==> src/rtl/assert_macros.svh <==
`ifndef ASSERT_MACROS_SVH
`define ASSERT_MACROS_SVH

// Checks a property on every rising clock edge outside reset.
`define VADPCM_ASSERT(lbl, prop) \
  lbl: assert property (@(posedge clk_i) disable iff (!rst_ni) (prop)) \
    else $error("vadpcm assertion failed");

// Checks that a condition never holds outside reset.
`define VADPCM_NEVER(lbl, cond) \
  `VADPCM_ASSERT(lbl, !(cond))

`endif

==> src/rtl/vadpcm_pkg.sv <==
package vadpcm_pkg;

  localparam int HALF_LEN = 8;

  localparam logic [1:0] KIND_LOAD    = 2'd0;
  localparam logic [1:0] KIND_STREAM  = 2'd1;
  localparam logic [1:0] KIND_RESTART = 2'd2;
  localparam logic [1:0] KIND_UNUSED  = 2'd3;

  localparam logic CFG_ORDER = 1'b0;
  localparam logic CFG_COUNT = 1'b1;

  localparam int FRAC_BITS = 11;
  localparam logic signed [20:0] SAMPLE_MAX = 21'sd32767;
  localparam logic signed [20:0] SAMPLE_MIN = -21'sd32767;

  typedef struct packed {
    logic       coef_wr;
    logic       header;
    logic       restart;
    logic       res_wr;
    logic       acc_init;
    logic       issue;
    logic       finish;
    logic       out_last;
    logic       out_fend;
    logic       hist_copy;
    logic [2:0] row;
    logic [3:0] step;
  } vadpcm_cmd_t;

  typedef struct packed {
    logic [3:0] order;
    logic       pipe_busy;
    logic       out_busy;
  } vadpcm_status_t;

endpackage

==> src/rtl/vadpcm_ctrl.sv <==
module vadpcm_ctrl (
  input  logic                        clk_i,
  input  logic                        rst_ni,
  input  logic                        in_valid_i,
  output logic                        in_stall_o,
  input  logic [1:0]                  kind_i,
  input  vadpcm_pkg::vadpcm_status_t  status_i,
  output vadpcm_pkg::vadpcm_cmd_t     cmd_o
);
  import vadpcm_pkg::*;

  typedef enum logic [1:0] {ST_IDLE, ST_INIT, ST_MAC, ST_DRAIN} state_e;

  state_e     state_q, state_d;
  logic [3:0] bpos_q, bpos_d;
  logic [2:0] row_q, row_d;
  logic [3:0] step_q, step_d;
  logic       second_q, second_d;
  logic       half_q, half_d;
  logic       frame_q, frame_d;
  logic       accept;
  logic [2:0] b;
  logic       step_last;
  logic       out_ready;

  assign in_stall_o = (state_q != ST_IDLE);
  assign accept     = in_valid_i && (state_q == ST_IDLE);
  assign b          = 3'(bpos_q - 4'd1);
  assign step_last  = (5'(step_q) == 5'(status_i.order) + 5'(row_q) - 5'd1);
  assign out_ready  = !status_i.pipe_busy && !status_i.out_busy;

  always_comb begin
    cmd_o      = '0;
    cmd_o.row  = row_q;
    cmd_o.step = step_q;
    state_d    = state_q;
    bpos_d     = bpos_q;
    row_d      = row_q;
    step_d     = step_q;
    second_d   = second_q;
    half_d     = half_q;
    frame_d    = frame_q;
    unique case (state_q)
      ST_IDLE: begin
        if (accept) begin
          unique case (kind_i)
            KIND_LOAD:    cmd_o.coef_wr = 1'b1;
            KIND_RESTART: begin
              cmd_o.restart = 1'b1;
              bpos_d        = '0;
            end
            KIND_STREAM: begin
              if (bpos_q == '0) begin
                cmd_o.header = 1'b1;
                bpos_d       = 4'd1;
              end else begin
                cmd_o.res_wr = 1'b1;
                cmd_o.row    = {b[1:0], 1'b0};
                row_d        = {b[1:0], 1'b0};
                half_d       = (b[1:0] == 2'd3);
                frame_d      = (b == 3'd7);
                second_d     = 1'b0;
                bpos_d       = (b == 3'd7) ? 4'd0 : bpos_q + 4'd1;
                state_d      = ST_INIT;
              end
            end
            default: ;
          endcase
        end
      end
      ST_INIT: begin
        cmd_o.acc_init = 1'b1;
        step_d         = '0;
        state_d        = ST_MAC;
      end
      ST_MAC: begin
        cmd_o.issue = 1'b1;
        step_d      = step_q + 4'd1;
        if (step_last) begin
          state_d = ST_DRAIN;
        end
      end
      ST_DRAIN: begin
        if (out_ready) begin
          cmd_o.finish    = 1'b1;
          cmd_o.out_last  = second_q;
          cmd_o.out_fend  = second_q && frame_q;
          cmd_o.hist_copy = second_q && half_q;
          if (second_q) begin
            state_d = ST_IDLE;
          end else begin
            second_d = 1'b1;
            row_d    = row_q + 3'd1;
            state_d  = ST_INIT;
          end
        end
      end
      default: state_d = ST_IDLE;
    endcase
  end

  always_ff @(posedge clk_i or negedge rst_ni) begin
    if (!rst_ni) begin
      state_q  <= ST_IDLE;
      bpos_q   <= '0;
      row_q    <= '0;
      step_q   <= '0;
      second_q <= 1'b0;
      half_q   <= 1'b0;
      frame_q  <= 1'b0;
    end else begin
      state_q  <= state_d;
      bpos_q   <= bpos_d;
      row_q    <= row_d;
      step_q   <= step_d;
      second_q <= second_d;
      half_q   <= half_d;
      frame_q  <= frame_d;
    end
  end

endmodule

==> config.mk <==
export PLATFORM = sky130hd
export DESIGN_NAME = vadpcm_ctrl
export DESIGN_NICKNAME = d
export VERILOG_FILES = /design/src/rtl/assert_macros.svh /design/src/rtl/vadpcm_pkg.sv /design/src/rtl/vadpcm_ctrl.sv
export SDC_FILE = /design/constraint.sdc
export NUM_CORES = 1
export LEC_CHECK = 0
export BUFFER_PORTS_ARGS = -buffer_cell sky130_fd_sc_hd__clkbuf_2
export CAP_MARGIN = 25
export CORE_MARGIN = 5
export CORE_UTILIZATION = 56
export CTS_BUF_LIST = sky130_fd_sc_hd__clkbuf_2 sky130_fd_sc_hd__clkbuf_4 sky130_fd_sc_hd__clkbuf_8
export DETAILED_ROUTE_END_ITERATION = 10
export PLACE_DENSITY_LB_ADDON = 0.12
export SLEW_MARGIN = 20
export SYNTH_ARGS = -nofsm -noshare
export SYNTH_HDL_FRONTEND = slang
export SYNTH_SLANG_ARGS = --single-unit
==> constraint.sdc <==
create_clock -name clk_i -period 3.3 [get_ports clk_i]
set_input_delay 0.165 -clock clk_i [delete_from_list [all_inputs] [get_ports clk_i]]
set_output_delay 0.165 -clock clk_i [all_outputs]
set_load 0.05 [all_outputs]
==> results.txt <==
----------------------------------------------------
[Clock network]
  CTS tree ... done
  Clk Tree Root Cell ... sky130_fd_sc_hd__clkbuf_4
  Number of instances resized during post-cts repair ... 0
  Clock transition at path regs ... 0.09 ns
  Maximum buffer depth of the clock tree ... 2
  Number of buffers created by CTS ... 3
  Number of clock sinks seen by CTS ... 16
  Count of H-tree levels built during CTS ... 1
  Latest clock arrival within the worst-skew pair ... 0.29 ns

[Drt]
  Routed WL ... 2.55 mm
  Overall via count from detail_route ... 1108
  Number of iterations in the first detailed-routing pass ... 4
  Via density ... 5.38
  Uppermost layer routed ... met4
  Met2 layer wire length in the routed design ... 1.23 mm
  Per-cell routed wire length ... 12.4 um
  Number of violations reported at the end of detailed-routing iteration 0 ... 13
  Met1 WL ... 1.20 mm
  Final antenna-violating net count ... 0
  DRC Markers ... 0
  Routed met3 length ... 107 um

[GRT]
  Overall fraction of global-route tracks in use ... 0.168
  Maximum number of pins on one net before global-route repair ... 17
  Wire length of the first global-routing pass ... 4.53 mm
  GRT Residual Overflow ... 0
  Number of antenna violations at the first check in global routing ... 0
  Number of global-route vias before repair ... 1079

[STA]
  Unrepaired setup endpoints after global routing ... no
  Final worst slack ... 0.683 ns
  Part of the cycle the worst path needs ... 0.793
  Post-Route Setup TNS ... 0 ns
  Final Skew ... 0.00594 ns
  Worst-case headroom to the max-slew limit ... 0.713
  Final critical delay including setup and external delays ... 2.62 ns
  Slew at the pin closest to its max-slew limit ... 0.430 ns
  Number of endpoints with negative hold slack in the final report ... 0
  Post-route worst hold slack ... 0.273 ns
  Setup-failing EPs final ... 0
  Pins Over Slew Limit ... 0
  Max Clk Rate ... 0.382 GHz

[Floorplanning]
  Chip Height ... 57.8 um
  Effective utilization at floorplan ... 0.583
  Placeable core area ... 0.00219 sq mm
  Die W ... 57.8 um
  Floorplan die area ... 0.00334 sq mm
  Boundary pin count ... 29
  Row count ... 17

[Power]
  Power share of the combinational group ... 0.658
  Sw frac ... 0.523
  Largest voltage drop on the vdd net ... 802 uV
  Final Power ... 0.00125 W
  Pint ... 0.000597 W
  Power share of the sequential group ... 0.257
  Net switching power figure ... 0.000654 W
  Static leakage ... 0.792 nW
  Part of the power in the clock network ... 0.085
  Power per unit of standard cell area ... 849 mW/mm^2

[Placement]
  Placed Instances ... 202
  Detailed Place HPWL ... 2.14 mm
  I/O Buffers ... 28
  Routability congestion estimate from global placement ... 0.789
  Worst Setup Slack post-DPL ... 0.679 ns

[Worst setup path]
  Kind of start point of the critical path ... flip-flop
  Crit-path cells ... inv_1 > ha_1 > inv_1 > ha_1 > inv_1 > fa_1 > xor2_1 > xnor2_1 > o41ai_4 > nand3_2 > mux2_4
  Crit path arrival time ... 2.79 ns
  Critical path class ... flip-flop to flip-flop
  Critical path's slowest cell ... sky130_fd_sc_hd__dfrtp_1
  Maximum fanout count along the critical path ... 4
  Critical Path RT ... 3.48 ns
  Critical path capture point type ... flip-flop
  Library cell appearing most often on the critical path ... sky130_fd_sc_hd__inv_1
  Reg-to-reg setup timing slack ... 0.68 ns
  Largest stage delay on the critical path ... 0.40 ns
  Largest delay contributor family on the critical path ... adder cells
  Crit path buffers/inverters ... 3

[Synthesis]
  Async set-or-reset flop fraction in the synthesized netlist ... 1.00
  Post-synth top flop ... sky130_fd_sc_hd__dfrtp_1
  Number of enable-type register cells in the synthesized netlist ... 0
  Gate count after technology mapping ... 149
  Net count after synthesis ... 179
  Syn Area/Cell ... 8.57 sq um
  Synth unique cells ... 36
  Flip-flop and latch count after synthesis ... 16
  Yosys synthesis warning count ... 0
  Post-synth design cell area ... 0.00128 sq mm
  Sequential element share of the synthesized area ... 0.313

[Cells and area]
  Leading cell type in the layout, fill and taps excluded ... sky130_fd_sc_hd__clkbuf_2
  Number of antenna repair diodes ... 0
  Area growth from synthesis to layout ... 15.3%
  Non-filler cells in the finished layout ... 206
  Leading cell types in the layout, fill and taps excluded ... sky130_fd_sc_hd__clkbuf_2 (28), sky130_fd_sc_hd__inv_1 (24), sky130_fd_sc_hd__ha_1 (18), sky130_fd_sc_hd__dfrtp_1 (16)
  Net count reported at finish ... 210
  Proportion of layout cells with a drive suffix above 1 ... 0.202

[Flow run]
  Max-cap violations ... 0

[Hold path]
  Path class of the lowest-slack min-delay path ... input port to flip-flop

[Outcome]
  Run status ... finished, final reports clean

----------------------------------------------------
==> final timing paths <==
kind,from,to,depth (start not counted)
max in group asynchronous,rst_ni,row_q[1],2
min reg2reg,frame_q,frame_q,2
min,status_i[0],row_q[0],4
min in group asynchronous,rst_ni,frame_q,2
max reg2reg,row_q[1],state_q[1],11
max,row_q[1],state_q[1],11
==> logic make-up (layout without fill, tap and decap cells) <==
kind of cell             Yosys count  after routing  share of synthesized area
AO/OA/AOI/OAI                     31             31                      0.159
XOR/XNOR                           6              6                     0.0411
adder cells (fa/ha/maj)           19             19                      0.192
buffers and inverters             28             57                     0.0833
flip-flops                        16             16                      0.313
multiplexers                       4              4                     0.0362
AND/OR/NAND/NOR                   45             45                      0.175
==> cells in the mapped netlist (2+ instances only) <==
cell / n / share of area
sky130_fd_sc_hd__a21oi_1: 6 / 0.024
sky130_fd_sc_hd__a31oi_1: 2 / 0.0098
sky130_fd_sc_hd__and2_1: 3 / 0.015
sky130_fd_sc_hd__and3_1: 4 / 0.020
sky130_fd_sc_hd__clkbuf_1: 2 / 0.0059
sky130_fd_sc_hd__dfrtp_1: 16 / 0.31
sky130_fd_sc_hd__ha_1: 18 / 0.18
sky130_fd_sc_hd__inv_1: 24 / 0.071
sky130_fd_sc_hd__mux2i_1: 2 / 0.016
sky130_fd_sc_hd__nand2_1: 14 / 0.041
sky130_fd_sc_hd__nand3_1: 9 / 0.035
sky130_fd_sc_hd__nor2_1: 7 / 0.021
sky130_fd_sc_hd__nor3_1: 2 / 0.0078
sky130_fd_sc_hd__o21ai_0: 14 / 0.055
sky130_fd_sc_hd__xnor2_1: 3 / 0.021
sky130_fd_sc_hd__xor2_1: 3 / 0.021
==> routing by layer <==
layer	vias to the layer above	track usage
li1	565	-
met3	2	0.0267
met2	18	0.300
met5	-	0
met1	523	0.206
met4	0	0.0530
==> state kept, by name, summed over array words and instances, names as in the netlist <==
name,count
second_q,1
frame_q,1
step_q,4
half_q,1
state_q,2
bpos_q,4
row_q,3
==> metrics by stage <==
step,instance area (sq um),utilization
finish,1470,0.672
global route,1470,0.672
CTS,1470,0.672
detailed placement,1440,0.657
global placement,1440,0.657
floorplan,1280,-
==> power by group through the flow <==
stage	Sequential [W]	Combinational (W)	Clock, W
3_3_place_gp	0.000321	0.000802	0
6_report	0.000322	0.000822	0.000106
4_1_cts	0.000321	0.000832	0.000108
3_5_place_dp	0.000323	0.000830	0
2_1_floorplan	0.000331	0.000659	0
5_1_grt	0.000332	0.000922	0.000119
==> worst register-to-register path: cells and delay by family, from the launching register on <==
family	cells	cell delay [ns]
AO/OA/AOI/OAI	1	0.39
XOR/XNOR	2	0.34
adder cells (fa/ha/maj)	3	0.79
buffers and inverters	3	0.17
flip-flops	1	0.40
multiplexers	1	0.31
AND/OR/NAND/NOR	1	0.12
==> final cells by class <==
cell class              count  area (sq um)
clock buffers               3          22.5
fillers                   198           718
inverters                  25          93.8
multi-input cells         105           771
flip-flops and latches     16           400
well taps                  28          35.0
repair buffers             29           150
==> what timing repair did <==
item | in CTS | in global routing
buffers inserted | 0 | 0
hold endpoints to repair | 16 | 0
hold buffers | 1 | 0
No activity file was read; power rests on OpenSTA's default activity.
